File: config.mk
export PLATFORM = sky130hd
export DESIGN_NAME = mmo_front
export DESIGN_NICKNAME = d
export VERILOG_FILES = /design/src/rtl/mmo_pkg.sv /design/src/rtl/mmo_front.sv
export SDC_FILE = /design/constraint.sdc
export NUM_CORES = 1
export LEC_CHECK = 0
export BUFFER_PORTS_ARGS = -buffer_cell sky130_fd_sc_hd__buf_4
export CAP_MARGIN = 20
export CELL_PAD_IN_SITES_DETAIL_PLACEMENT = 0
export CELL_PAD_IN_SITES_GLOBAL_PLACEMENT = 1
export CORE_AREA = 2 2 188 190
export CTS_CLUSTER_SIZE = 30
export DETAILED_ROUTE_END_ITERATION = 12
export DIE_AREA = 0 0 190 192
export PLACE_DENSITY = 0.59
export SYNTH_ARGS = -nofsm -noshare
export SYNTH_HDL_FRONTEND = slang
export SYNTH_SLANG_ARGS = --single-unit
File: constraint.sdc
create_clock -name clk -period 4.05 [get_ports clk]
set_input_delay 0.405 -clock clk [delete_from_list [all_inputs] [get_ports clk]]
set_output_delay 0.405 -clock clk [all_outputs]
set_load 0.02 [all_outputs]
File: src/rtl/mmo_pkg.sv
package mmo_pkg;

	localparam int LenBits = 61;

	// byte count as kept by the front end
	typedef logic [LenBits-1:0] len_t;

	// one block handed from the front end to the compression unit
	typedef struct packed {
		logic [127:0] blk;   // byte 0 in bits 127:120
		logic         last;  // emit digest and clear chaining value after this block
	} blk_req_t;

	localparam logic OP_ABSORB = 1'b0;
	localparam logic OP_FINISH = 1'b1;

	typedef logic [7:0] sbox_arr_t [256];

	localparam sbox_arr_t SBOX = '{
	8'h63,8'h7c,8'h77,8'h7b,8'hf2,8'h6b,8'h6f,8'hc5,8'h30,8'h01,8'h67,8'h2b,8'hfe,8'hd7,8'hab,8'h76,
	8'hca,8'h82,8'hc9,8'h7d,8'hfa,8'h59,8'h47,8'hf0,8'had,8'hd4,8'ha2,8'haf,8'h9c,8'ha4,8'h72,8'hc0,
	8'hb7,8'hfd,8'h93,8'h26,8'h36,8'h3f,8'hf7,8'hcc,8'h34,8'ha5,8'he5,8'hf1,8'h71,8'hd8,8'h31,8'h15,
	8'h04,8'hc7,8'h23,8'hc3,8'h18,8'h96,8'h05,8'h9a,8'h07,8'h12,8'h80,8'he2,8'heb,8'h27,8'hb2,8'h75,
	8'h09,8'h83,8'h2c,8'h1a,8'h1b,8'h6e,8'h5a,8'ha0,8'h52,8'h3b,8'hd6,8'hb3,8'h29,8'he3,8'h2f,8'h84,
	8'h53,8'hd1,8'h00,8'hed,8'h20,8'hfc,8'hb1,8'h5b,8'h6a,8'hcb,8'hbe,8'h39,8'h4a,8'h4c,8'h58,8'hcf,
	8'hd0,8'hef,8'haa,8'hfb,8'h43,8'h4d,8'h33,8'h85,8'h45,8'hf9,8'h02,8'h7f,8'h50,8'h3c,8'h9f,8'ha8,
	8'h51,8'ha3,8'h40,8'h8f,8'h92,8'h9d,8'h38,8'hf5,8'hbc,8'hb6,8'hda,8'h21,8'h10,8'hff,8'hf3,8'hd2,
	8'hcd,8'h0c,8'h13,8'hec,8'h5f,8'h97,8'h44,8'h17,8'hc4,8'ha7,8'h7e,8'h3d,8'h64,8'h5d,8'h19,8'h73,
	8'h60,8'h81,8'h4f,8'hdc,8'h22,8'h2a,8'h90,8'h88,8'h46,8'hee,8'hb8,8'h14,8'hde,8'h5e,8'h0b,8'hdb,
	8'he0,8'h32,8'h3a,8'h0a,8'h49,8'h06,8'h24,8'h5c,8'hc2,8'hd3,8'hac,8'h62,8'h91,8'h95,8'he4,8'h79,
	8'he7,8'hc8,8'h37,8'h6d,8'h8d,8'hd5,8'h4e,8'ha9,8'h6c,8'h56,8'hf4,8'hea,8'h65,8'h7a,8'hae,8'h08,
	8'hba,8'h78,8'h25,8'h2e,8'h1c,8'ha6,8'hb4,8'hc6,8'he8,8'hdd,8'h74,8'h1f,8'h4b,8'hbd,8'h8b,8'h8a,
	8'h70,8'h3e,8'hb5,8'h66,8'h48,8'h03,8'hf6,8'h0e,8'h61,8'h35,8'h57,8'hb9,8'h86,8'hc1,8'h1d,8'h9e,
	8'he1,8'hf8,8'h98,8'h11,8'h69,8'hd9,8'h8e,8'h94,8'h9b,8'h1e,8'h87,8'he9,8'hce,8'h55,8'h28,8'hdf,
	8'h8c,8'ha1,8'h89,8'h0d,8'hbf,8'he6,8'h42,8'h68,8'h41,8'h99,8'h2d,8'h0f,8'hb0,8'h54,8'hbb,8'h16
	};

	function automatic logic [7:0] xtime(input logic [7:0] x);
		return {x[6:0], 1'b0} ^ (x[7] ? 8'h1b : 8'h00);
	endfunction

	// byte i of a 128-bit word, byte 0 on top
	function automatic logic [7:0] byte_of(input logic [127:0] w, input int i);
		return w[127-8*i -: 8];
	endfunction

endpackage

File: src/rtl/mmo_front.sv
// Byte collector and padder: builds 16-byte blocks, hands them to the queue.
module mmo_front (
	input  logic                 clk,
	input  logic                 arst_n,
	input  logic                 valid,
	output logic                 stall,
	input  logic                 op,
	input  logic [7:0]           data_byte,
	output logic                 req_valid,
	input  logic                 req_stall,
	output mmo_pkg::blk_req_t    req
);

	logic [127:0]        buf_q;
	logic [3:0]          fill_q;
	mmo_pkg::len_t       len_q;
	logic                pend_q;   // length block still owed after a split finish
	logic [127:0]        nbuf;
	logic [127:0]        padded;
	logic                accept;
	logic [63:0]         bits;

	// bit length from the count after this message
	assign bits = {{(64-mmo_pkg::LenBits-3){1'b0}}, len_q, 3'b000};

	// insert the current byte, then zero fill behind the marker
	always_comb begin
		nbuf = buf_q;
		nbuf[127-8*fill_q -: 8] = (op == mmo_pkg::OP_FINISH) ? 8'h80 : data_byte;
		padded = nbuf;
		for (int i = 0; i < 16; i++) begin
			if (i > int'(fill_q)) padded[127-8*i -: 8] = 8'h00;
		end
	end

	// hold new items while a length block is still owed or the queue stalls
	assign stall  = pend_q || req_stall;
	assign accept = valid && !stall;

	always_comb begin
		req_valid = 1'b0;
		req.blk   = padded;
		req.last  = 1'b0;
		if (pend_q) begin
			req_valid = 1'b1;
			req.blk   = {64'h0, bits};
			req.last  = 1'b1;
		end else if (valid) begin
			if (op == mmo_pkg::OP_ABSORB) begin
				req_valid = (fill_q == 4'd15);
				req.blk   = nbuf;
			end else begin
				req_valid = 1'b1;
				if (fill_q < 4'd8) begin
					req.blk  = {padded[127:64], bits};
					req.last = 1'b1;
				end
			end
		end
	end

	// advance the fill count and the byte count
	always_ff @(posedge clk or negedge arst_n) begin
		if (!arst_n) begin
			fill_q <= '0;
			len_q  <= '0;
			pend_q <= 1'b0;
		end else if (pend_q) begin
			if (!req_stall) begin
				pend_q <= 1'b0;
				len_q  <= '0;
			end
		end else if (accept) begin
			if (op == mmo_pkg::OP_ABSORB) begin
				fill_q <= fill_q + 4'd1;
				len_q  <= len_q + mmo_pkg::len_t'(1);
			end else begin
				fill_q <= '0;
				if (fill_q < 4'd8) len_q <= '0;
				else pend_q <= 1'b1;
			end
		end
	end

	always_ff @(posedge clk) begin
		if (accept) buf_q <= nbuf;
	end

endmodule

# Word-level counts from Yosys, hierarchy flattened
# Cells that the tools add are included.
# totals
ff_bits	194
in_bits	13
out_inout_bits	131
elab_cells	72
# classes
addsub	4
magnitude_cmp	16
eq_ne	3
shifts	2
muxes	36
n_bitwise	1
n_reduce_logical	6
# op_table
op	n
61-bit 2-to-1 mux	5
8-bit by 34-bit variable shift with 135-bit output (first input constant)	1
8-bit by 34-bit variable part select with 135-bit output	1
129-bit 2-to-1 mux	1
128-bit bitwise mux	1
8-bit 2-to-1 mux	16
121-bit 2-to-1 mux	1
120-bit 2-to-1 mux	1
65-bit 2-to-1 mux	1
61-bit by 1-bit adder with 61-bit output (second input constant)	1
32-bit negator with 34-bit output	1
4-bit > comparator (first input constant)	8
3-bit by 4-bit > comparator with 1-bit output (first input constant)	4
1-bit 2-to-1 mux	9
2-bit by 4-bit > comparator with 1-bit output (first input constant)	2
7-bit by 7-bit subtractor with 8-bit output (first input constant)	1
4-bit by 1-bit adder with 4-bit output (second input constant)	1
4-bit == test (second input constant)	1
1-bit by 4-bit > comparator with 1-bit output (first input constant)	1
4-bit less-than comparator (second input constant)	1
4-bit 2-to-1 mux	1
3-bit by 1-bit != test with 1-bit output (second input constant)	1
3-bit AND reduction	1
2-bit != test (second input constant)	1
other kinds (6)	6

# Depth between registers and ports, before layout
# Gate-level depths: netlist of run 1.
# depth
word_depth	9
depth_mapped	8
mapped_depth_nobuf	7

# Least setup slack after synthesis of run 1
# No wires, ideal clock.
# synth_path
kind	register to register
start	register pend_q
end	register buf_q[0], enable pin
setup_time_ns	0.483
arrival_time_ns	3.237
required_ns	3.567
setup_slack_ns	0.329
path_stages_with_launch	5
path_buffers	1
period_less_slack_ns	3.721
path_cell_list	dfrtp_1 -> clkbuf_8 -> nor2_1 -> nand2_1 -> inv_1
# synth_between
elab_chain_cells	3
# synth_rtl
item	line_no	text
from (decl)	mmo_front.sv:17	logic pend_q;
from (signal assigned)	mmo_front.sv:67	pend_q <= 1'b0;
from (signal assigned)	mmo_front.sv:70	pend_q <= 1'b0;
from (signal assigned)	mmo_front.sv:80	else pend_q <= 1'b1;
1-bit logical OR	mmo_front.sv:37	assign stall = pend_q || req_stall;
1-bit zero test	mmo_front.sv:38	assign accept = valid && !stall;
1-bit logical AND	mmo_front.sv:38	
via accept	mmo_front.sv:20	logic accept;
to (signal assigned)	mmo_front.sv:86	if (accept) buf_q <= nbuf;
to (decl)	mmo_front.sv:14	logic [127:0] buf_q;
# The timed path passes the listed nets, and every way through them passes these cells.
# A chain may end at the register's enable or synchronous reset.

==> reports/results.ini, run 1 <==
[finish]
fin_area_um2 = 12400
drive_above_1_share_pct = 17.7
syn_to_final_growth_pct = 20.9
nNetsFinal = 1208
antennaDiodeCount = 0

[global_route]
grt_max_degree = 67
globalRouteOverflowTotal = 0
grt_pass1_vias = 8101
grt.total_usage_pct = 18.6
antenna_found_initial = 1
grt_pass1_wl_mm = 51.1

[placement]
dpl.hpwl_mm = 24.5
placed_area_um2 = 11800
place_congestion = 0.796
port_buffers = 143

[power]
p_per_area_nw_per_um2 = 414
p_int_uw = 3480
p_sw_share_pct = 32.3
switchingPower_uw = 1660
p_leak_uw = 0.00495
clock_power_share_pct = 34.7
p_comb_share_pct = 21.0
vdd_drop_max_mv = 0.294
seq_power_share_pct = 44.2

[timing]
period_needed_ps = 3550
worst_pin_slew_ps = 954
tns_ps = 0
setup_viol = 0
rsz0062_at_grt = no
finalCritPeriodShare_pct = 87.6
slew_viol_final = 0
timing.fmax_mhz = 282
final_hold_viol_count = 0
skew_ps = 14.3
slew_headroom_pct = 36.4

[synthesis]
ys.warnings.count = 0
synth_seq_cells = 194
ys_seq_area_share_pct = 53.6
netlist_area_um2 = 10300
synth_top_area_cell = edfxtp_1
synth_ff_type = edfxtp_1
syn_inst = 1065
syn-num-nets = 1085
synth.area.top_cells = edfxtp_1, dfrtp_1, o21ai_0, nand2_1, nor2b_1
synth_top_area_share_pct = 37.5
avgSynthCellArea_um2 = 9.63
yosys.cell_count.top_type = nand2_1
synth_edf_count = 128
async_flop_share_pct = 34.0
synth.top_cells.by_count = nand2_1, o21ai_0, edfxtp_1
ys_types = 52

[routing]
first_pass_iters = 5
routedWlPerCell_um = 20.4
finalWirelength_mm = 33.8
drtAntennaViolNets = 0
via_per_inst = 5.14
vias = 8511
drt_iter0_markers = 608
route.detailed.drc = 0

[setup_path]
cp-end-kind = output port
worstSetupPathType = flop to output port
crit_fanout = 13
arrival_ps = 3140
worst_ep_required_time_ps = 3640
worstSetupStartpointType = flop

[floorplan]
die-area_um2 = 36500
die_y_um = 192
row_count = 68
initial_utilization_pct = 29.9
io_pins = 144
core_area_um2 = 34300
dieWidth_um = 190

[clocking]
cts_setup_buffers = 0
cts_max_level = 4
ctsHoldBuffers = 0
cts_root_buffer = clkbuf_16
clk_pin_slew_ps = 80
cts_resized = 0
cts.sinks = 194
clk_latency_ps = 450
numCtsBuffers = 17
cts_tree = yes
clk_path_buf_depth = 2

[min_path]
min_path_type = input port to asynchronous set/reset pin

[outcome]
status = complete, no violations

[flow_run]
drv_cap = 0

power groups by stage:
stage          logic (µW)  registers, µW  clock network [µW]
6_report             1080           2270                1780
5_1_grt              1180           2280                1890
4_1_cts              1090           2270                1830
3_5_place_dp         1090           2310                   0
3_3_place_gp         1080           2310                   0
2_1_floorplan         627           2300                   0
state kept, by name, indices dropped and copies added, names as in the netlist:
register / flops
len_q: 61
buf_q: 128
fill_q: 4
pend_q: 1
worst max-delay path, stage by stage, from the launching register on:
cell and delay (ps):
dfrtp_1 570, inv_1 160, nor3_1 570, nand2_1 360, o21a_1 280, o21ai_0 510, buf_4 250
area by class of cell:
type	count	area (µm²)
sequential	194	5500
clock inverter	15	184
tap	455	569
multi-input combinational	798	4470
timing repair buffer	153	1160
fill	3513	21900
inverter	24	92.6
clock buffer	17	425
path summary, 6_finish.rpt:
| path | from | endpoint | cells past startpoint | slack (ps) |
|---|---|---|---|---|
| min | arst_n | len_q[44] | 1 | 80 |
| max reg2reg | fill_q[3] | len_q[59] | 5 | 1300 |
| max | fill_q[1] | req[14] | 6 | 500 |
| max in group asynchronous | arst_n | len_q[52] | 1 | 3320 |
| min in group clk | req_stall | pend_q | 3 | 200 |
| min reg2reg | buf_q[7] | buf_q[7] | 2 | 560 |
logic make-up after synthesis:
family,share of synthesized area [%]
buffers and inverters,2.99
AND/OR/NAND/NOR,23.1
AO/OA/AOI/OAI,17.5
adder cells (fa/ha/maj),0.854
multiplexers,0.439
flip-flops,53.6
XOR/XNOR,1.54
through the flow:
stage | worst slack [ps] | util [%] | power, µW | hold slack, ps | instances
6_report | 501 | 36.2 | 5130 | 78.0 | 1656
5_1_grt | 211 | 36.2 | 5350 | 160 | 1656
4_1_cts | 488 | 36.2 | 5190 | 130 | 1656
3_5_place_dp | 984 | 34.4 | 3400 | 533 | 1624
3_3_place_gp | 1030 | 34.4 | 3390 | 525 | 1624
2_1_floorplan | 329 | - | 2920 | 109 | 1065
metal layers:
metal	share of wire, %	routed length (µm)	GRT usage, %
met1	48	16200	26.6
met2	46	15500	29.9
met3	4.8	1640	2.54
met4	1.3	456	4.32
met5	0	0	0
cell usage in the layout (no fill, tap or decap), drive strengths merged, types with 9 or more instances in the layout:
cell,netlist,final
nand2,221,221
o21ai,175,175
buf,4,153
edfxtp,128,128
nor2b,71,71
dfrtp,66,66
nor2,42,42
a21oi,37,37
or3,35,35
inv,24,33
a22o,32,32
nand4,25,25
nand3,24,24
clkbuf,45,17
a32o,16,16
nor3,14,14
nor4,12,12
o21a,11,11
o31ai,9,9
xnor2,9,9
xor2,9,9
No activity file was read; power rests on OpenSTA's default activity.
==> run 2, diff against run 1 <==
BUFFER_PORTS_ARGS = -buffer_cell sky130_fd_sc_hd__buf_2   (was -buffer_cell sky130_fd_sc_hd__buf_4)
RECOVER_POWER = 100   (was not set)
==> run 2 against run 1 <==
Compared with the run above:
- the flow now finishes with violations (capacitance limit, slew limit)
- cell count grew 0.30%
- clock power down 5%
- critical path depth is the same
==> reports/results.ini, run 2 (synthesis gave the netlist of run 1 again) <==
[floorplan]
io_pins = 144
core_area_um2 = 34300
dieWidth_um = 190
die_y_um = 192
initial_utilization_pct = 29.9
row_count = 68
die-area_um2 = 36500

[global_route]
grt_pass1_wl_mm = 51.4
gr-usage-met2_pct = 29.1
use_met3_pct = 4.42
grt_pass1_vias = 8172
grt.busiest_layer = met2
grt.total_usage_pct = 18.9
antenna_found_initial = 0
grtUsageMet1_pct = 26.4
globalRouteOverflowTotal = 0
grt_max_degree = 55

[clocking]
cts_root_buffer = clkbuf_16
cts_max_level = 4
cts.sinks = 194
clk_latency_ps = 450
clk_pin_slew_ps = 80
numCtsBuffers = 17
cts_setup_buffers = 0
cts_tree = yes
clk_path_buf_depth = 2

[outcome]
status = finished, violations left
failed_checks = capacitance limit, slew limit

[finish]
multi_input_area_um2 = 4440
nNetsFinal = 1213
regArea_um2 = 5500
regMostFlops = buf_q
fin_area_um2 = 11800
layout_commonest_cell = nand2_1
syn_to_final_growth_pct = 15.2
top_regs = buf_q (128), len_q (61), fill_q (4)
antennaDiodeCount = 0
final_cell_mix = nand2_1, o21ai_0, clkbuf_1, edfxtp_1, nor2b_1
largest_reg_flops = 128
fill_cells = 3656
drive_above_1_share_pct = 6.22

[timing]
period_needed_ps = 3560
finalCritPeriodShare_pct = 88.0
tns_ps = 0
final_hold_viol_count = 0
timing.fmax_mhz = 281
setup_viol = 0
slew_headroom_pct = -48.9
rsz0062_at_grt = no
skew_ps = 13.3
slew_viol_final = 121
worst_pin_slew_ps = 2230

[routing]
via_per_inst = 5.12
finalWirelength_mm = 34.1
drtAntennaViolNets = 0
drt_iter0_markers = 584
routedWlPerCell_um = 20.6
vias = 8503
first_pass_iters = 4
route.detailed.drc = 0

[placement]
placed_area_um2 = 11500
port_buffers = 143
place_congestion = 0.797
dpl.hpwl_mm = 25.1

[setup_path]
rrSetupSlack_ps = 640
worst_ep_required_time_ps = 3640
endpoint = req[11]
cp-end-kind = output port
r2r_cells = 4
worstSetupStartpointType = flop
arrival_ps = 3160
worstSetupPathType = flop to output port
cp-startpoint = fill_q[1]
reg2reg_from = pend_q
crit_fanout = 13
worstReg2RegEnd = buf_q[49]

[flow_run]
drv_cap = 3

[min_path]
min_path_type = input port to flop

[power]
vdd_drop_max_mv = 0.283
p_leak_uw = 0.00438
p_per_area_nw_per_um2 = 416

-- run 2: cell types whose count changed in the layout (fill, tap and decap cells not counted), sizes merged --
cell	previous run	this run
clkbuf	17	154
buf	153	20
inv	33	35
bufinv	1	0
clkinv	4	3
dlygate4sd3	0	1
-- run 2: metrics by stage --
step                      hold WS (ps)  utilization, %  instances  setup WS (ps)  power (µW)
after floorplan                    109               -       1065            329        2920
after global placement             476            33.4       1628           1130        3310
after detailed placement           470            33.4       1628           1050        3310
after CTS                          213            35.1       1661            549        5000
after global routing               233            34.5       1661            267        5130
final                              226            34.5       1661            488        4910
-- run 2: final cells by class --
class | count | share of cell area (%)
Sequential cell | 194 | 46.5
Multi-Input combinational cell | 798 | 37.6
Timing Repair Buffer | 158 | 5.57
Tap cell | 455 | 4.82
Clock buffer | 17 | 3.60
Clock inverter | 15 | 1.15
Inverter | 24 | 0.763
-- run 2: critical path, cell delays in order, from the launching register on --
cell,delay [ps]
dfrtp_1,600
inv_1,170
nor3_1,600
nand2_1,310
o21a_1,280
o21ai_0,450
clkbuf_1,310
-- run 2: report_power, final --
| part | total, µW | switching (µW) | leakage, µW | internal [µW] |
|---|---|---|---|---|
| combinational | 955 | 721 | 0.00198 | 234 |
| sequential | 2270 | 46.0 | 0.00212 | 2230 |
| clock | 1690 | 868 | 0.000278 | 820 |
| total | 4910 | 1630 | 0.00438 | 3280 |
-- run 2: worst min path at each step --
stage | from | to | slack [ps] | cells after the start
finish | req_stall | pend_q | 230 | 3
floorplan | arst_n | fill_q[0] | 110 | 0
global placement | arst_n | len_q[37] | 480 | 1
global route | req_stall | pend_q | 230 | 3
CTS | req_stall | pend_q | 210 | 3
detailed placement | arst_n | len_q[27] | 470 | 1
-- run 2: timing repair --
action,in CTS,in global routing
hold buffers,1,0
resized for setup,0,0
endpoints found under the hold margin,18,0
-- run 2: metal layers --
metal / part of all wire, % / wire length [µm]
met5: 0 / 0
met4: 2.0 / 681
met3: 6.0 / 2060
met2: 45 / 15300
met1: 47 / 16100
==> run 3, diff against run 2 <==
ABC_AREA = 1   (was not set)
CORE_AREA = 2 2 197 199   (was 2 2 188 190)
DIE_AREA = 0 0 199 201   (was 0 0 190 192)
PLACE_DENSITY = 0.61   (was 0.59)
==> run 3 against run 2 <==
Compared with the run above:
- the flow still finishes with violations (capacitance limit, slew limit)
- largest power group unchanged
- sequential power about the same
- hold slack better by 63 ps
- largest cell class unchanged
- synthesized cell count grew 38%
- via count increased by 18%
- highest routed layer unchanged
- register-to-register slack got worse by 200 ps
==> reports/results.ini, run 3 <==
[setup_path]
worstSetupStartpointType = flop
arrival_ps = 3960
worstSetupPathType = flop to flop
worst_ep_required_time_ps = 4400
crit_fanout = 18
cp-end-kind = flop

[routing]
wl_met2_mm = 18.8
via_per_inst = 4.69
routedWlPerCell_um = 18.6
vias = 10100
route.detailed.drc = 0
drtAntennaViolNets = 0
drt_iter0_markers = 778
top_layer = met4
drt-met1-wl_mm = 18.5
finalWirelength_mm = 40.0
first_pass_iters = 7
dr_wl_met3_mm = 1.61

[floorplan]
io_pins = 144
die_y_um = 201
core_area_um2 = 38100
dieWidth_um = 199
die-area_um2 = 40000
row_count = 72
initial_utilization_pct = 29.5

[finish]
top_regs = buf_q (128), len_q (61), fill_q (4)
final_cell_mix = nand2_1, inv_1, nor2_1, o21ai_0, clkbuf_1
fill_cells = 4200
largest_reg_flops = 128
drive_above_1_share_pct = 5.34
utilization_pct = 33.9
regMostFlops = buf_q
syn_to_final_growth_pct = 15.1
fin_area_um2 = 12900
nNetsFinal = 1637
layout_commonest_cell = nand2_1
antennaDiodeCount = 0

[timing]
period_needed_ps = 3610
setup_viol = 0
tns_ps = 0
worst_pin_slew_ps = 2070
finalCritPeriodShare_pct = 89.2
slew_viol_final = 80
rsz0062_at_grt = no
timing.fmax_mhz = 277
final_hold_viol_count = 0
slew_headroom_pct = -38.2
skew_ps = 15.1

[power]
switchingPower_uw = 1770
vdd_drop_max_mv = 0.322
p_int_uw = 3320
p_comb_share_pct = 22.3
p_per_area_nw_per_um2 = 394
clock_power_share_pct = 32.6
p_total_uw = 5090
seq_power_share_pct = 45.1
p_sw_share_pct = 34.7
p_leak_uw = 0.00538

[global_route]
grt_max_degree = 80
grt_pass1_wl_mm = 60.1
antenna_found_initial = 2
globalRouteOverflowTotal = 0
grt.total_usage_pct = 20.3
grt_pass1_vias = 9839

[flow_run]
drv_cap = 1

[synthesis]
syn_inst = 1469
synth_top_area_cell = edfxtp_1
synth_top_area_share_pct = 34.2
synth_ff_type = edfxtp_1
syn-num-nets = 1489
ys.warnings.count = 0
synth_seq_cells = 194
synth.top_cells.by_count = nand2_1, inv_1, nor2_1
synth.area.top_cells = edfxtp_1, dfrtp_1, nand2_1, inv_1, nor2_1
synth_edf_count = 128
avgSynthCellArea_um2 = 7.64
async_flop_share_pct = 34.0
yosys.cell_count.top_type = nand2_1
netlist_area_um2 = 11200
ys_seq_area_share_pct = 49.0
ys_types = 39

[placement]
dpl.hpwl_mm = 31.0
port_buffers = 143
place_congestion = 0.870
placed_area_um2 = 12600

[clocking]
numCtsBuffers = 17
cts_tree = yes
cts_setup_buffers = 0
clk_latency_ps = 460
cts.sinks = 194
ctsHoldBuffers = 1
cts_max_level = 4
clk_pin_slew_ps = 80
cts_resized = 0
clk_path_buf_depth = 2
cts_root_buffer = clkbuf_16

[min_path]
min_path_type = input port to flop

[outcome]
status = finished, violations left
failed_checks = capacitance limit, slew limit

-- run 3: changes by cell type in the layout (fill, tap and decap cells not counted), sizes merged, moves of 11 or more --
cell	before	now
o22ai	1	31
o21ai	175	157
nand3	24	57
a21boi	1	22
a21oi	37	48
nor2	42	244
nor2b	71	0
nand2	221	312
or3	35	0
a22o	32	0
inv	35	281
a32o	16	5
-- run 3: cell type report --
type,instances,area (µm²),share of cell area (%)
flip-flops and latches,194,5500,42.5
multi-input cells,968,4510,34.9
well taps,518,648,5.02
repair buffers,163,692,5.36
inverters,273,1020,7.93
clock buffers,17,425,3.29
clock inverters,15,121,0.939
-- run 3: cell families after synthesis --
family | Yosys count | synth area share [%]
flops | 194 | 49.0
compound gates | 282 | 14.5
fa+ha+maj | 7 | 0.780
simple gates | 679 | 25.2
buf+inv | 307 | 10.5
-- run 3: final timing paths --
kind	start	slack, ps	cells past startpoint	to
worst max-delay path	pend_q	440	9	len_q[44]
worst min-delay path	req_stall	290	3	pend_q
worst max register to register	pend_q	440	9	len_q[44]
worst min register to register	len_q[24]	500	1	len_q[24]
max in group asynchronous	arst_n	1300	3	fill_q[3]
min in group asynchronous	arst_n	820	2	len_q[34]
-- run 3: critical path, cell delays in order, from the launching register on --
cell and delay (ps):
dfrtp_1 770, inv_1 390, nand2_1 130, nor2_1 50
nor2_1 1010, nand3_1 400, nor2_2 370, nand2_1 130
o21ai_0 180, nor2_1 60
-- run 3: layer usage --
layer | track usage [%] | vias to the layer above
met1 | 27.5 | 4683
met3 | 2.34 | 49
met2 | 33.7 | 277
li1 | - | 5062
met4 | 6.40 | 0
met5 | 0 | -
-- run 3: through the flow --
step,hold slack [ps],std cells,setup slack [ps]
after floorplan,109,1469,791
after global placement,436,2115,1160
after detailed placement,452,2115,1160
after CTS,303,2148,665
after global routing,308,2148,272
final,289,2148,436
-- run 3: power groups by stage --
stage | clock (µW) | combinational, µW | sequential (µW)
final | 1660 | 1130 | 2300
after global routing | 1770 | 1250 | 2310
after CTS | 1700 | 1190 | 2300
after detailed placement | 0 | 1190 | 2340
after global placement | 0 | 1180 | 2340
after floorplan | 0 | 756 | 2330
