--- config.mk ---
export PLATFORM = sky130hd
export DESIGN_NAME = mmo_fifo
export DESIGN_NICKNAME = d
export VERILOG_FILES = /design/src/rtl/mmo_pkg.sv /design/src/rtl/mmo_fifo.sv
export SDC_FILE = /design/constraint.sdc
export NUM_CORES = 1
export LEC_CHECK = 0
export ABC_AREA = 1
export BUFFER_PORTS_ARGS = -buffer_cell sky130_fd_sc_hd__buf_2
export CAP_MARGIN = 20
export CELL_PAD_IN_SITES_DETAIL_PLACEMENT = 1
export CELL_PAD_IN_SITES_GLOBAL_PLACEMENT = 1
export CORE_MARGIN = 2
export CORE_UTILIZATION = 41
export CTS_CLUSTER_DIAMETER = 30
export DETAILED_ROUTE_END_ITERATION = 10
export HOLD_SLACK_MARGIN = 0.02
export PLACE_DENSITY_LB_ADDON = 0.1
export SKIP_LAST_GASP = 1
export SYNTH_ARGS = -nofsm -noshare
export SYNTH_HDL_FRONTEND = slang
export SYNTH_SLANG_ARGS = --single-unit
export TNS_END_PERCENT = 100
--- constraint.sdc ---
create_clock -name clk -period 7.7 [get_ports clk]
set_input_delay 0.77 -clock clk [delete_from_list [all_inputs] [get_ports clk]]
set_output_delay 0.77 -clock clk [all_outputs]
set_load 0.01 [all_outputs]
--- src/rtl/mmo_pkg.sv ---
package mmo_pkg;

	localparam int LenBits = 61;

	// byte count as kept by the front end
	typedef logic [LenBits-1:0] len_t;

	// one block handed from the front end to the compression unit
	typedef struct packed {
		logic [127:0] blk;   // byte 0 in bits 127:120
		logic         last;  // emit digest and clear chaining value after this block
	} blk_req_t;

	localparam logic OP_ABSORB = 1'b0;
	localparam logic OP_FINISH = 1'b1;

	typedef logic [7:0] sbox_arr_t [256];

	localparam sbox_arr_t SBOX = '{
	8'h63,8'h7c,8'h77,8'h7b,8'hf2,8'h6b,8'h6f,8'hc5,8'h30,8'h01,8'h67,8'h2b,8'hfe,8'hd7,8'hab,8'h76,
	8'hca,8'h82,8'hc9,8'h7d,8'hfa,8'h59,8'h47,8'hf0,8'had,8'hd4,8'ha2,8'haf,8'h9c,8'ha4,8'h72,8'hc0,
	8'hb7,8'hfd,8'h93,8'h26,8'h36,8'h3f,8'hf7,8'hcc,8'h34,8'ha5,8'he5,8'hf1,8'h71,8'hd8,8'h31,8'h15,
	8'h04,8'hc7,8'h23,8'hc3,8'h18,8'h96,8'h05,8'h9a,8'h07,8'h12,8'h80,8'he2,8'heb,8'h27,8'hb2,8'h75,
	8'h09,8'h83,8'h2c,8'h1a,8'h1b,8'h6e,8'h5a,8'ha0,8'h52,8'h3b,8'hd6,8'hb3,8'h29,8'he3,8'h2f,8'h84,
	8'h53,8'hd1,8'h00,8'hed,8'h20,8'hfc,8'hb1,8'h5b,8'h6a,8'hcb,8'hbe,8'h39,8'h4a,8'h4c,8'h58,8'hcf,
	8'hd0,8'hef,8'haa,8'hfb,8'h43,8'h4d,8'h33,8'h85,8'h45,8'hf9,8'h02,8'h7f,8'h50,8'h3c,8'h9f,8'ha8,
	8'h51,8'ha3,8'h40,8'h8f,8'h92,8'h9d,8'h38,8'hf5,8'hbc,8'hb6,8'hda,8'h21,8'h10,8'hff,8'hf3,8'hd2,
	8'hcd,8'h0c,8'h13,8'hec,8'h5f,8'h97,8'h44,8'h17,8'hc4,8'ha7,8'h7e,8'h3d,8'h64,8'h5d,8'h19,8'h73,
	8'h60,8'h81,8'h4f,8'hdc,8'h22,8'h2a,8'h90,8'h88,8'h46,8'hee,8'hb8,8'h14,8'hde,8'h5e,8'h0b,8'hdb,
	8'he0,8'h32,8'h3a,8'h0a,8'h49,8'h06,8'h24,8'h5c,8'hc2,8'hd3,8'hac,8'h62,8'h91,8'h95,8'he4,8'h79,
	8'he7,8'hc8,8'h37,8'h6d,8'h8d,8'hd5,8'h4e,8'ha9,8'h6c,8'h56,8'hf4,8'hea,8'h65,8'h7a,8'hae,8'h08,
	8'hba,8'h78,8'h25,8'h2e,8'h1c,8'ha6,8'hb4,8'hc6,8'he8,8'hdd,8'h74,8'h1f,8'h4b,8'hbd,8'h8b,8'h8a,
	8'h70,8'h3e,8'hb5,8'h66,8'h48,8'h03,8'hf6,8'h0e,8'h61,8'h35,8'h57,8'hb9,8'h86,8'hc1,8'h1d,8'h9e,
	8'he1,8'hf8,8'h98,8'h11,8'h69,8'hd9,8'h8e,8'h94,8'h9b,8'h1e,8'h87,8'he9,8'hce,8'h55,8'h28,8'hdf,
	8'h8c,8'ha1,8'h89,8'h0d,8'hbf,8'he6,8'h42,8'h68,8'h41,8'h99,8'h2d,8'h0f,8'hb0,8'h54,8'hbb,8'h16
	};

	function automatic logic [7:0] xtime(input logic [7:0] x);
		return {x[6:0], 1'b0} ^ (x[7] ? 8'h1b : 8'h00);
	endfunction

	// byte i of a 128-bit word, byte 0 on top
	function automatic logic [7:0] byte_of(input logic [127:0] w, input int i);
		return w[127-8*i -: 8];
	endfunction

endpackage

--- src/rtl/mmo_fifo.sv ---
// Two-entry queue of blocks between collector and compression unit.
module mmo_fifo (
	input  logic              clk,
	input  logic              arst_n,
	input  logic              in_valid,
	output logic              in_stall,
	input  mmo_pkg::blk_req_t in_req,
	output logic              out_valid,
	input  logic              out_stall,
	output mmo_pkg::blk_req_t out_req
);

	mmo_pkg::blk_req_t mem_q [2];
	logic       wp_q, rp_q;
	logic [1:0] cnt_q;
	logic       wr, rd;

	assign in_stall  = (cnt_q == 2'd2);
	assign out_valid = (cnt_q != 2'd0);
	assign out_req   = mem_q[rp_q];
	assign wr = in_valid && !in_stall;
	assign rd = out_valid && !out_stall;

	always_ff @(posedge clk or negedge arst_n) begin
		if (!arst_n) begin
			wp_q  <= 1'b0;
			rp_q  <= 1'b0;
			cnt_q <= '0;
		end else begin
			if (wr) wp_q <= ~wp_q;
			if (rd) rp_q <= ~rp_q;
			cnt_q <= cnt_q + {1'b0, wr} - {1'b0, rd};
		end
	end

	always_ff @(posedge clk) begin
		if (wr) mem_q[wp_q] <= in_req;
	end

endmodule

After elaboration in Yosys (flattened, before gate mapping)
Memory sizes are Yosys's and may differ from the RTL's.
Cells that the tools add are included.
- output and inout bits: 131
- input port bits: 133
- bits in writable memories: 258
- register bits: 4
- logic and storage cells: 16
- memories: 1
- bitwise gates (word level): 2
- mux-type cells: 2
- eq/ne operators: 1
- add/subtract/negate cells: 2
- reductions and logical operators: 5
- memory list (name ; words ; bits a word ; rd ports ; clocked after Yosys merged registers in ; wr ports ; RTL line ; RTL):
    mem_q ; 2 ; 129 ; 1 ; 0 ; 1 ; mmo_fifo.sv:13 ; mmo_pkg::blk_req_t mem_q [2];
- operators with widths (kind ; count):
    $add 2x1->2 ; 1
    $eq 2x2->1 const B ; 1
    $logic_and 1x1->1 ; 2
    $logic_not 1->1 ; 2
    $mux 1 ; 2
    $not 1->1 ; 2
    $reduce_bool 2->1 ; 1
    $sub 2x1->2 ; 1

Depth between registers and ports, before layout
Gate-level depths: netlist of run 1.
- depth in word-level cells: 5
- mapped depth: 10
- depth with buffers taken out: 10

Least setup slack after synthesis of run 1
OpenSTA, ideal clock, no wires.
- path type: input to register
- start: input port in_valid
- end: memory mem_q[1][0] in the netlist's numbering (enable)
- stages on the path: 2
- slack: 0.869 ns
- required time: 7.082 ns
- arrival: 6.213 ns
- cells stage by stage: nand2_1 nor2_1
- cells in the longest elaborated chain, start to end: 3
- RTL lines (element ; RTL line ; RTL):
    start: declaration ; mmo_fifo.sv:5 ; input logic in_valid,
    $logic_and 1x1->1 ; mmo_fifo.sv:21 ; assign wr = in_valid && !in_stall;
    $mux 1 ; mmo_fifo.sv:37 ; if (wr) mem_q[wp_q] <= in_req;
    $mux 1 (not written as such) ; mmo_fifo.sv:37 ;
    end: declaration ; mmo_fifo.sv:13 ;
Every way passes these cells.

==> load_flow_metrics.sql, run 1 <==
INSERT INTO impl_metrics (metric_group, metric, value, unit) VALUES
('power_and_ir_drop', 'power.static_leakage', '5.62', 'nW'),
('worst_setup_path', 'setup_crit_path_kind', 'flop to primary output', ''),
('finish', 'finish.utilization', '55.7', '%'),
('yosys', 'synth-async-reset-ratio', '1.53', '%'),
('finish', 'drive_above_1_share', '33.5', '%'),
('finish', 'seq_area', '7850', 'um^2'),
('clock_tree', 'cts-root-buf', 'sky130_fd_sc_hd__clkbuf_16', ''),
('worst_setup_path', 'timing.critical_path.slowest_cell_delay', '0.83', 'ns'),
('global_routing', 'met1_usage', '21.5', '%'),
('global_routing', 'globalRouteTotalUtil', '17.8', '%'),
('power_and_ir_drop', 'totalPowerFinal', '5.72', 'mW'),
('global_routing', 'grt_pass1_vias', '6237', ''),
('finish', 'stdcell_count', '1359', ''),
('yosys', 'netlist_area', '9650', 'um^2'),
('place', 'placed_standard_cell_area', '11200', 'um^2'),
('drt', 'avgRoutedWirePerCell', '16.7', 'um'),
('worst_setup_path', 'series_of_cell_instances_along_the_critical_path', 'inv_4, buf_4, nand2_1, nand2_1, buf_2', ''),
('yosys', 'synth_top_cell_area_share', '80.3', '%'),
('sta', 'hold_slack', '0.0421', 'ns'),
('worst_setup_path', 'startpoint_type', 'flop', ''),
('sta', 'period_share', '50.4', '%'),
('floorplan', 'design.die.area', '24800', 'um^2'),
('yosys', 'synth_largest_area_cell', 'sky130_fd_sc_hd__edfxtp_1', ''),
('clock_tree', 'worst_skew_pair.late_latency', '0.53', 'ns'),
('worst_setup_path', 'worst_path_max_delay_cell', 'sky130_fd_sc_hd__buf_4', ''),
('sta', 'layout_min_cycle_time', '3.88', 'ns'),
('clock_tree', 'tritoncts', 'done', ''),
('yosys', 'cell_types_with_the_highest_counts_after_synthesis', '400 x sky130_fd_sc_hd__nand2_1, 258 x sky130_fd_sc_hd__edfxtp_1, 16 x sky130_fd_sc_hd__buf_2', ''),
('sta', 'fmax', '258', 'MHz'),
('drt', 'initialDrtViolationCount', '303', ''),
('floorplan', 'core_area', '23300', 'um^2'),
('clock_tree', 'cts-buffers-inserted', '50', ''),
('clock_tree', 'cts_max_path_buffers', '3', ''),
('global_routing', 'global_route.usage.met2', '29.5', '%'),
('status', 'run_status', 'complete, no violations', ''),
('place', 'placement.io_buffers', '263', ''),
('sta', 'timing.final.setup_violations', '0', ''),
('drt', 'routed-via-count', '6208', ''),
('place', 'detailedPlacementHpwl', '13.8', 'mm'),
('yosys', 'ys.warnings.count', '0', ''),
('yosys', 'register_bit_count_reported_by_yosys', '262', ''),
('sta', 'slew-limit-headroom', '26.9', '%'),
('clock_tree', 'htree_num_levels', '2', ''),
('clock_tree', 'post-cts-setup-buffers', '0', ''),
('yosys', 'synth-edff-count', '258', ''),
('sta', 'least_setup_slack_across_all_paths_after_layout', '3.82', 'ns'),
('yosys', 'ys_top_cells_by_area', 'sky130_fd_sc_hd__edfxtp_1 80%, sky130_fd_sc_hd__nand2_1 16%, sky130_fd_sc_hd__buf_6 1.3%, sky130_fd_sc_hd__dfrtp_1 1.0%, sky130_fd_sc_hd__buf_2 0.83%', ''),
('place', 'dp_cells', '1266', ''),
('clock_tree', 'cts_num_sinks', '262', ''),
('min_path', 'hold_path.class', 'input port to asynchronous set/reset pin', ''),
('finish', 'layout-area-overhead-vs-synth', '34.2', '%'),
('global_routing', 'antenna_found_initial', '7', ''),
('floorplan', 'start_util', '41.5', '%'),
('flow_run', 'maxCapViolCount', '0', ''),
('drt', 'drc', '0', ''),
('yosys', 'post_synth.cell_area_avg', '13.6', 'um^2'),
('sta', 'finalClockSkew', '0.0177', 'ns'),
('sta', 'maxSlewViolCount', '0', ''),
('worst_setup_path', 'setup.worst_path.end_class', 'primary output', ''),
('sta', 'max_slew.worst_pin.slew', '1.10', 'ns'),
('floorplan', 'number_of_top_level_design_ports', '264', ''),
('drt', 'drt_wl_total', '22.8', 'mm'),
('global_routing', 'grt_pass1_wl', '33.6', 'mm'),
('finish', 'multiInputGateArea', '1550', 'um^2'),
('floorplan', 'die_h', '157', 'um'),
('finish', 'fill_cells', '2423', ''),
('global_routing', 'gr-max-usage-layer', 'met2', ''),
('sta', 'finalHoldViolations', '0', ''),
('yosys', 'post-synth-top-count-cell', 'sky130_fd_sc_hd__nand2_1', ''),
('worst_setup_path', 'crit_required', '6.93', 'ns'),
('drt', 'vias_per_cell', '4.57', '');
## path summary, 6_finish.rpt
kind / start / end / slack (ns) / depth (start not counted)
max in group asynchronous: arst_n / rp_q$_DFFE_PN0P_ / 7.51 / 1
worst min register to register: wp_q$_DFFE_PN0N_ / wp_q$_DFFE_PN0N_ / 0.48 / 2
worst max-delay path: rp_q$_DFFE_PN0P_ / out_req[58] / 3.82 / 5
worst max register to register: cnt_q[1]$_DFF_PN0_ / mem_q[0][96]$_DFFE_PP_ / 5.04 / 4
worst min-delay path: arst_n / rp_q$_DFFE_PN0P_ / 0.04 / 1
min in group clk: in_req[50] / mem_q[1][50]$_DFFE_PP_ / 0.42 / 1
## routing by layer
layer / up-vias / part of all wire (%)
met3: 49 / 8.4
met1: 2972 / 40
met5: - / 0.25
li1: 2984 / -
met2: 193 / 49
met4: 10 / 1.9
## area by class of cell
type	count	area share (%)
multi-input combinational	406	12.0
antenna	1	0.0193
sequential	262	60.6
clock buffer	57	10.0
tap	319	3.08
timing repair buffer	268	10.5
inverter	11	0.358
clock inverter	35	3.41
## worst max-delay path: cells and delay by family (launching register included)
family / cells / cell delay [ns]
buffers and inverters: 3 / 1.39
DFF: 1 / 0.72
and+or+nand+nor: 2 / 0.28
## cell families (layout without fill, tap and decap cells)
| kind of cell | after synthesis | after routing | share of synthesized area (%) |
|---|---|---|---|
| other | 0 | 1 | 0 |
| flip-flops | 262 | 262 | 81.3 |
| AND/OR/NAND/NOR | 404 | 404 | 15.8 |
| adder cells (fa/ha/maj) | 2 | 2 | 0.259 |
| buffers and inverters | 40 | 371 | 2.66 |
## sequential cells by signal, indices dropped and copies added (netlist names)
| signal | flops |
|---|---|
| rp_q | 1 |
| cnt_q | 2 |
| mem_q | 258 |
| wp_q | 1 |
## power by group
part           switching, mW  leakage (nW)  internal [mW]
clock                  0.687         0.838           1.53
combinational          0.981          2.34          0.444
sequential             0.115          2.45           1.95
total                   1.78          5.62           3.93
## layout by cell type, fill, tap and decap left out
| cell | count |
|---|---|
| sky130_fd_sc_hd__nand2_1 | 400 |
| sky130_fd_sc_hd__buf_2 | 263 |
| sky130_fd_sc_hd__edfxtp_1 | 258 |
| sky130_fd_sc_hd__clkbuf_16 | 51 |
| sky130_fd_sc_hd__clkinv_1 | 10 |
| sky130_fd_sc_hd__bufinv_16 | 10 |
| sky130_fd_sc_hd__inv_1 | 9 |
| sky130_fd_sc_hd__clkinv_2 | 6 |
| sky130_fd_sc_hd__clkbuf_1 | 6 |
| sky130_fd_sc_hd__buf_4 | 5 |
| sky130_fd_sc_hd__clkinvlp_4 | 4 |
| sky130_fd_sc_hd__nand3_1 | 3 |
| sky130_fd_sc_hd__inv_6 | 3 |
| sky130_fd_sc_hd__dfrtp_1 | 3 |
| sky130_fd_sc_hd__inv_4 | 2 |
| sky130_fd_sc_hd__ha_1 | 2 |
| sky130_fd_sc_hd__clkinv_4 | 2 |
| sky130_fd_sc_hd__diode_2 | 1 |
| sky130_fd_sc_hd__nor2_4 | 1 |
| sky130_fd_sc_hd__dfrtp_4 | 1 |
No activity file was read; power rests on OpenSTA's default activity.
==> run 2, diff against run 1 <==
--- a/config.mk
+++ b/config.mk
@@ -5,13 +5,13 @@
 export SDC_FILE = /design/constraint.sdc
 export NUM_CORES = 1
 export LEC_CHECK = 0
-export ABC_AREA = 1
+export ABC_AREA = 0
 export BUFFER_PORTS_ARGS = -buffer_cell sky130_fd_sc_hd__buf_2
 export CAP_MARGIN = 20
 export CELL_PAD_IN_SITES_DETAIL_PLACEMENT = 1
 export CELL_PAD_IN_SITES_GLOBAL_PLACEMENT = 1
 export CORE_MARGIN = 2
-export CORE_UTILIZATION = 41
+export CORE_UTILIZATION = 44
 export CTS_CLUSTER_DIAMETER = 30
 export DETAILED_ROUTE_END_ITERATION = 10
 export HOLD_SLACK_MARGIN = 0.02
==> constraint.sdc (replaced) <==
create_clock -name clk -period 3.6 [get_ports clk]
set_input_delay 0.36 -clock clk [delete_from_list [all_inputs] [get_ports clk]]
set_output_delay 0.36 -clock clk [all_outputs]
set_load 0.01 [all_outputs]
==> run 2 against run 1 <==
Effect of this change:
- wire length is 2.5% lower
- hold slack worse by 0.0049 ns
- non-clock buffer count is 91 higher
- critical endpoint is now out_req[65]
- cell area up 4.9%
- via count decreased by 12%
- power grew 100%
- highest routed layer unchanged
- sequential power grew 110%
- critical path type unchanged
- clock power is 91% higher
==> load_flow_metrics.sql, run 2 <==
INSERT INTO impl_metrics (metric_group, metric, value, unit) VALUES
('status', 'run_status', 'complete, no violations', ''),
('place', 'pre_cts_setup_slack', '1.54', 'ns'),
('place', 'detailedPlacementHpwl', '13.4', 'mm'),
('yosys', 'synth_largest_area_cell', 'sky130_fd_sc_hd__edfxtp_1', ''),
('power_and_ir_drop', 'totalPowerFinal', '11.6', 'mW'),
('yosys', 'ys.warnings.count', '0', ''),
('sta', 'hold_slack', '0.0372', 'ns'),
('worst_setup_path', 'timing.critical_path.buf_inv', '2', ''),
('finish', 'finish.utilization', '64.2', '%'),
('yosys', 'post_synth.cell_area_avg', '22.8', 'um^2'),
('finish', 'max_flop_register', 'mem_q', ''),
('drt', 'initialDrtViolationCount', '190', ''),
('clock_tree', 'cts-root-buf', 'sky130_fd_sc_hd__clkbuf_16', ''),
('power_and_ir_drop', 'power_density', '852', 'nW/um^2'),
('sta', 'layout_min_cycle_time', '2.61', 'ns'),
('finish', 'largest_registers', 'mem_q: 258 flops, cnt_q: 2 flops', ''),
('drt', 'drc', '0', ''),
('floorplan', 'design.die.area', '22900', 'um^2'),
('yosys', 'synth_top_cell_area_share', '81.2', '%'),
('yosys', 'post-synth-top-count-cell', 'sky130_fd_sc_hd__edfxtp_1', ''),
('sta', 'period_share', '72.5', '%'),
('clock_tree', 'worst_skew_pair.late_latency', '0.53', 'ns'),
('finish', 'layout-area-overhead-vs-synth', '42.4', '%'),
('yosys', 'synth_fp_nets', '554', ''),
('yosys', 'synth-async-reset-ratio', '1.53', '%'),
('sta', 'rsz0062_at_grt', 'no', ''),
('place', 'placement.io_buffers', '263', ''),
('worst_setup_path', 'worst_path_dominant_cell_family', 'flip-flops', ''),
('global_routing', 'grt_pass1_vias', '6053', ''),
('clock_tree', 'tritoncts', 'done', ''),
('floorplan', 'die_h', '151', 'um'),
('sta', 'timing.final.setup_violations', '0', ''),
('finish', 'seq_area', '7850', 'um^2'),
('sta', 'fmax', '383', 'MHz'),
('yosys', 'register_bit_count_reported_by_yosys', '262', ''),
('finish', 'final_nets', '949', ''),
('global_routing', 'globalRouteTotalUtil', '19.0', '%'),
('clock_tree', 'clk_pin_slew', '0.05', 'ns'),
('worst_setup_path', 'critical_path.max_fanout', '31', ''),
('global_routing', 'antenna_found_initial', '4', ''),
('clock_tree', 'htree_num_levels', '2', ''),
('flow_run', 'maxCapViolCount', '0', ''),
('worst_setup_path', 'r2r.worst_path.cells', '3', ''),
('worst_setup_path', 'path_depth', '3', ''),
('sta', 'setup_total_negative_slack', '0', 'ns'),
('global_routing', 'grt_pass1_wl', '32.4', 'mm'),
('floorplan', 'start_util', '45.1', '%'),
('yosys', 'ys.flop_type', 'sky130_fd_sc_hd__edfxtp_1', ''),
('worst_setup_path', 'worst_path_max_delay_cell', 'sky130_fd_sc_hd__dfrtp_4', ''),
('worst_setup_path', 'setup_crit_path_kind', 'flop to primary output', ''),
('sta', 'slew-limit-headroom', '33.3', '%'),
('sta', 'finalClockSkew', '0.0178', 'ns'),
('worst_setup_path', 'series_of_cell_instances_along_the_critical_path', 'buf_4, mux2_2, buf_2', ''),
('yosys', 'synth-edff-count', '258', ''),
('clock_tree', 'cts-buffers-inserted', '48', ''),
('sta', 'maxSlewViolCount', '0', ''),
('sta', 'least_setup_slack_across_all_paths_after_layout', '0.991', 'ns'),
('yosys', 'cell_types_with_the_highest_counts_after_synthesis', '258 x sky130_fd_sc_hd__edfxtp_1, 129 x sky130_fd_sc_hd__mux2_2, 10 x sky130_fd_sc_hd__buf_6', ''),
('power_and_ir_drop', 'power.static_leakage', '5.20', 'nW'),
('finish', 'mostFrequentLayoutCells', '263 x sky130_fd_sc_hd__buf_2, 258 x sky130_fd_sc_hd__edfxtp_1, 129 x sky130_fd_sc_hd__mux2_2', ''),
('finish', 'stdcell_count', '1125', ''),
('clock_tree', 'cts_max_path_buffers', '3', ''),
('finish', 'multiInputGateArea', '1560', 'um^2'),
('clock_tree', 'post_cts_resized', '0', ''),
('yosys', 'synth-seq-area-share', '82.3', '%'),
('finish', 'drive_above_1_share', '55.1', '%'),
('min_path', 'hold_depth', '1', ''),
('global_routing', 'maximum_number_of_pins_on_one_net_before_global_route_repair', '73', ''),
('floorplan', 'dieWidth', '151', 'um'),
('drt', 'avgRoutedWirePerCell', '19.7', 'um'),
('finish', 'post-route-cell-area', '13600', 'um^2'),
('floorplan', 'fp-row-count', '53', ''),
('drt', 'drt_wl_total', '22.2', 'mm'),
('power_and_ir_drop', 'irDropWorstVdd', '0.447', 'mV'),
('yosys', 'netlist_area', '9540', 'um^2'),
('drt', 'routed-via-count', '5436', ''),
('worst_setup_path', 'setup.worst_path.end_class', 'primary output', ''),
('sta', 'finalHoldViolations', '0', ''),
('place', 'placed_standard_cell_area', '11200', 'um^2'),
('place', 'globalplace.congestion', '0.729', ''),
('finish', 'fill_cells', '1893', ''),
('finish', 'layout.cells.most_common', 'sky130_fd_sc_hd__buf_2', ''),
('global_routing', 'gr-total-overflow', '0', ''),
('worst_setup_path', 'arrival_time_at_the_worst_endpoint', '2.25', 'ns'),
('worst_setup_path', 'timing.critical_path.slowest_cell_delay', '0.70', 'ns'),
('finish', 'largest_register_ffs', '258', ''),
('yosys', 'ys_top_cells_by_area', 'sky130_fd_sc_hd__edfxtp_1 81%, sky130_fd_sc_hd__mux2_2 15%, sky130_fd_sc_hd__buf_6 1.2%, sky130_fd_sc_hd__dfrtp_1 1.0%, sky130_fd_sc_hd__xnor2_1 0.28%', ''),
('min_path', 'hold_path.class', 'input port to flop', ''),
('sta', 'max_slew.worst_pin.slew', '1.00', 'ns'),
('floorplan', 'number_of_top_level_design_ports', '264', ''),
('place', 'dp_cells', '950', ''),
('yosys', 'synth_cell_type_count', '16', ''),
('drt', 'first_pass_iters', '4', ''),
('floorplan', 'core_area', '21200', 'um^2'),
('drt', 'vias_per_cell', '4.83', ''),
('worst_setup_path', 'crit_required', '3.24', 'ns'),
('yosys', 'netlist_instances', '419', ''),
('worst_setup_path', 'startpoint_type', 'flop', ''),
('clock_tree', 'cts_num_sinks', '262', ''),
('drt', 'drt.antenna.violating_nets', '0', '');
[run 2: changes by cell type after synthesis, moves of 3 or more]
| cell | change |
|---|---|
| sky130_fd_sc_hd__nand2_1 | -399 |
| sky130_fd_sc_hd__mux2_2 | +129 |
| sky130_fd_sc_hd__buf_2 | -13 |
| sky130_fd_sc_hd__inv_1 | -8 |
| sky130_fd_sc_hd__nand3_1 | -3 |
| sky130_fd_sc_hd__xnor2_1 | +3 |
[run 2: worst paths after layout]
path	from	end	slack (ns)
worst max-delay path	rp_q$_DFFE_PN0P_	out_req[65]	0.99
worst min-delay path	in_req[15]	mem_q[0][15]$_DFFE_PP_	0.04
worst max register to register	cnt_q[0]$_DFF_PN0_	mem_q[1][126]$_DFFE_PP_	1.55
worst min register to register	wp_q$_DFFE_PN0N_	wp_q$_DFFE_PN0N_	0.55
max in group asynchronous	arst_n	rp_q$_DFFE_PN0P_	3.24
min in group asynchronous	arst_n	cnt_q[1]$_DFF_PN0_	0.21
[run 2: logic make-up (layout without fill, tap and decap cells)]
| kind of cell | Yosys count | in the layout | synth area share, % |
|---|---|---|---|
| simple gates | 6 | 6 | 0.341 |
| mux | 129 | 129 | 15.2 |
| xor+xnor | 4 | 4 | 0.367 |
| fa+ha+maj | 2 | 2 | 0.262 |
| flops | 262 | 262 | 82.3 |
| buf+inv | 16 | 444 | 1.50 |
| other cells | 0 | 3 | 0 |
[run 2: cell type report]
class,instances,area share [%]
multi-input combinational,141,11.5
sequential,262,57.8
antenna,3,0.0553
clock buffer,60,9.33
clock inverter,23,1.91
tap,275,2.53
inverter,2,0.0553
timing repair buffer,359,16.8
[run 2: what timing repair did]
action	in CTS	in global routing
hold buffers	79	10
hold endpoints to repair	153	18
buffers inserted	0	0
[run 2: power breakdown]
group	total, mW	internal (mW)	switching [mW]	leakage, nW
clock network	4.23	2.88	1.35	0.750
registers	4.44	4.19	0.247	2.44
logic	2.90	1.33	1.57	2.01
total	11.6	8.40	3.17	5.20
[run 2: metal layers]
| layer | wire (um) | up-vias | GRT usage (%) |
|---|---|---|---|
| met5 | 13 | - | 0 |
| met4 | 595 | 2 | 7.43 |
| met3 | 1820 | 48 | 6.48 |
| met2 | 11700 | 219 | 33.5 |
| met1 | 8050 | 2689 | 21.2 |
| li1 | - | 2478 | - |
==> run 3, diff against run 2 <==
--- a/config.mk
+++ b/config.mk
@@ -11,7 +11,7 @@
 export CELL_PAD_IN_SITES_DETAIL_PLACEMENT = 1
 export CELL_PAD_IN_SITES_GLOBAL_PLACEMENT = 1
 export CORE_MARGIN = 2
-export CORE_UTILIZATION = 44
+export CORE_UTILIZATION = 40
 export CTS_CLUSTER_DIAMETER = 30
 export DETAILED_ROUTE_END_ITERATION = 10
 export HOLD_SLACK_MARGIN = 0.02
==> constraint.sdc (replaced) <==
create_clock -name clk -period 2.27 [get_ports clk]
set_input_delay 0.227 -clock clk [delete_from_list [all_inputs] [get_ports clk]]
set_output_delay 0.227 -clock clk [all_outputs]
set_load 0.01 [all_outputs]
==> run 3 against run 2 <==
Effect of this change:
- global-route usage decreased by 0.99 points
- wire length increased by 3.1%
- combinational power increased by 68%
- clock power increased by 100%
- clock skew about the same
- highest routed layer is now met4
==> load_flow_metrics.sql, run 3 (synthesis results as in run 2) <==
INSERT INTO impl_metrics (metric_group, metric, value, unit) VALUES
('status', 'run_status', 'complete, no violations', ''),
('finish', 'layout-area-overhead-vs-synth', '52.8', '%'),
('worst_setup_path', 'setup_crit_path_kind', 'flop to primary output', ''),
('drt', 'avgRoutedWirePerCell', '18.6', 'um'),
('clock_tree', 'tritoncts', 'done', ''),
('worst_setup_path', 'setup.worst_path.end_class', 'primary output', ''),
('global_routing', 'grt_pass1_wl', '34.4', 'mm'),
('sta', 'layout_min_cycle_time', '2.12', 'ns'),
('worst_setup_path', 'arrival_time_at_the_worst_endpoint', '1.90', 'ns'),
('floorplan', 'core_area', '23400', 'um^2'),
('sta', 'slew-limit-headroom', '65.3', '%'),
('finish', 'seq_area', '7850', 'um^2'),
('clock_tree', 'cts_num_sinks', '262', ''),
('clock_tree', 'htree_num_levels', '2', ''),
('sta', 'hold_slack', '0.0554', 'ns'),
('sta', 'rsz0062_at_grt', 'no', ''),
('power_and_ir_drop', 'power_density', '1390', 'nW/um^2'),
('floorplan', 'start_util', '40.7', '%'),
('floorplan', 'fp-row-count', '56', ''),
('global_routing', 'globalRouteTotalUtil', '18.0', '%'),
('finish', 'mostFrequentLayoutCells', '263 x sky130_fd_sc_hd__buf_2, 258 x sky130_fd_sc_hd__edfxtp_1, 132 x sky130_fd_sc_hd__dlygate4sd3_1', ''),
('place', 'dp_cells', '993', ''),
('worst_setup_path', 'crit_required', '2.04', 'ns'),
('clock_tree', 'cts_max_path_buffers', '3', ''),
('power_and_ir_drop', 'power.static_leakage', '5.60', 'nW'),
('global_routing', 'gr-total-overflow', '0', ''),
('global_routing', 'grt_pass1_vias', '6407', ''),
('flow_run', 'maxCapViolCount', '0', ''),
('floorplan', 'die_h', '158', 'um'),
('sta', 'max_slew.worst_pin.slew', '0.520', 'ns'),
('drt', 'drt_wl_total', '22.9', 'mm'),
('sta', 'setup_total_negative_slack', '0', 'ns'),
('sta', 'least_setup_slack_across_all_paths_after_layout', '0.146', 'ns'),
('drt', 'drt.antenna.violating_nets', '0', ''),
('clock_tree', 'cts-buffers-inserted', '55', ''),
('finish', 'finish.utilization', '62.2', '%'),
('clock_tree', 'cts-root-buf', 'sky130_fd_sc_hd__clkbuf_16', ''),
('drt', 'routed-via-count', '5606', ''),
('sta', 'period_share', '93.6', '%'),
('drt', 'vias_per_cell', '4.56', ''),
('sta', 'finalClockSkew', '0.0177', 'ns'),
('finish', 'multiInputGateArea', '1560', 'um^2'),
('global_routing', 'antenna_found_initial', '1', ''),
('floorplan', 'dieWidth', '158', 'um'),
('min_path', 'hold_path.class', 'input port to asynchronous set/reset pin', ''),
('sta', 'fmax', '471', 'MHz'),
('finish', 'layout.cells.most_common', 'sky130_fd_sc_hd__buf_2', ''),
('finish', 'max_flop_register', 'mem_q', ''),
('sta', 'finalHoldViolations', '0', ''),
('place', 'globalplace.congestion', '0.712', ''),
('drt', 'drc', '0', ''),
('sta', 'timing.final.setup_violations', '0', ''),
('place', 'placement.io_buffers', '263', ''),
('finish', 'largest_registers', 'mem_q: 258 flops, cnt_q: 2 flops', ''),
('worst_setup_path', 'startpoint_type', 'flop', ''),
('drt', 'first_pass_iters', '4', ''),
('worst_setup_path', 'critical_path.max_fanout', '72', ''),
('floorplan', 'number_of_top_level_design_ports', '264', ''),
('finish', 'drive_above_1_share', '54.8', '%'),
('clock_tree', 'post_cts_resized', '0', ''),
('floorplan', 'design.die.area', '25100', 'um^2'),
('sta', 'maxSlewViolCount', '0', ''),
('place', 'pre_cts_setup_slack', '0.473', 'ns'),
('finish', 'fill_cells', '2169', ''),
('drt', 'initialDrtViolationCount', '219', ''),
('finish', 'final_nets', '998', ''),
('place', 'detailedPlacementHpwl', '12.7', 'mm'),
('global_routing', 'maximum_number_of_pins_on_one_net_before_global_route_repair', '87', ''),
('clock_tree', 'worst_skew_pair.late_latency', '0.53', 'ns'),
('finish', 'largest_register_ffs', '258', ''),
('power_and_ir_drop', 'irDropWorstVdd', '0.979', 'mV'),
('finish', 'stdcell_count', '1230', ''),
('clock_tree', 'clk_pin_slew', '0.05', 'ns');
run 3: cell count changes in the layout (fill, tap and decap cells not counted), sizes merged:
cell | previous run | this run
clkbuf | 60 | 58
clkinvlp | 0 | 8
buf | 270 | 269
bufinv | 6 | 12
diode | 3 | 2
clkinv | 16 | 22
inv | 3 | 5
dlygate4sd3 | 89 | 132
run 3: per-stage QoR:
| stage | power, mW | cell area (um^2) |
|---|---|---|
| after floorplan | 9.91 | 9550 |
| final | 20.2 | 14600 |
| after detailed placement | 11.7 | 11300 |
| after global placement | 11.6 | 11300 |
| after global routing | 21.1 | 14600 |
| after CTS | 20.5 | 14600 |
run 3: worst paths after layout:
path	depth (start not counted)	slack [ns]	to	from
min in group clk	2	0.41	mem_q[1][44]$_DFFE_PP_	in_req[44]
hold reg to reg	1	0.52	cnt_q[0]$_DFF_PN0_	cnt_q[0]$_DFF_PN0_
hold / removal	2	0.06	cnt_q[0]$_DFF_PN0_	arst_n
max in group asynchronous	2	2.07	rp_q$_DFFE_PN0P_	arst_n
setup reg to reg	7	0.47	cnt_q[1]$_DFF_PN0_	cnt_q[1]$_DFF_PN0_
setup / recovery	3	0.15	out_req[67]	rp_q$_DFFE_PN0P_
run 3: timing repair:
action                    in CTS  in global routing
hold buffers                 132                  0
hold endpoints to repair     264                  0
buffers inserted               0                  0
run 3: final cells by class:
type / instances / area share [%]
Sequential cell: 262 / 53.9
Timing Repair Buffer: 401 / 18.9
Multi-Input combinational cell: 141 / 10.7
Clock buffer: 58 / 9.82
Clock inverter: 45 / 3.81
Tap cell: 319 / 2.74
Inverter: 2 / 0.0515
Antenna cell: 2 / 0.0344
run 3: power by group:
part           switching (mW)  internal (mW)
sequential              0.262           6.63
clock                    2.59           5.90
combinational            2.63           2.23
run 3: worst max-delay path, cell delays in order, from the launching register on:
cell                      delay [ns]
sky130_fd_sc_hd__dfrtp_4        0.43
sky130_fd_sc_hd__buf_12         0.35
sky130_fd_sc_hd__mux2_2         0.39
sky130_fd_sc_hd__buf_2          0.15
run 3: routing by layer:
metal / wire length, um / vias up / GRT usage [%]
li1: - / 2593 / -
met1: 8290 / 2783 / 19.6
met2: 12400 / 192 / 33.1
met3: 1690 / 38 / 5.85
met4: 464 / 0 / 5.75
met5: 0 / - / 0
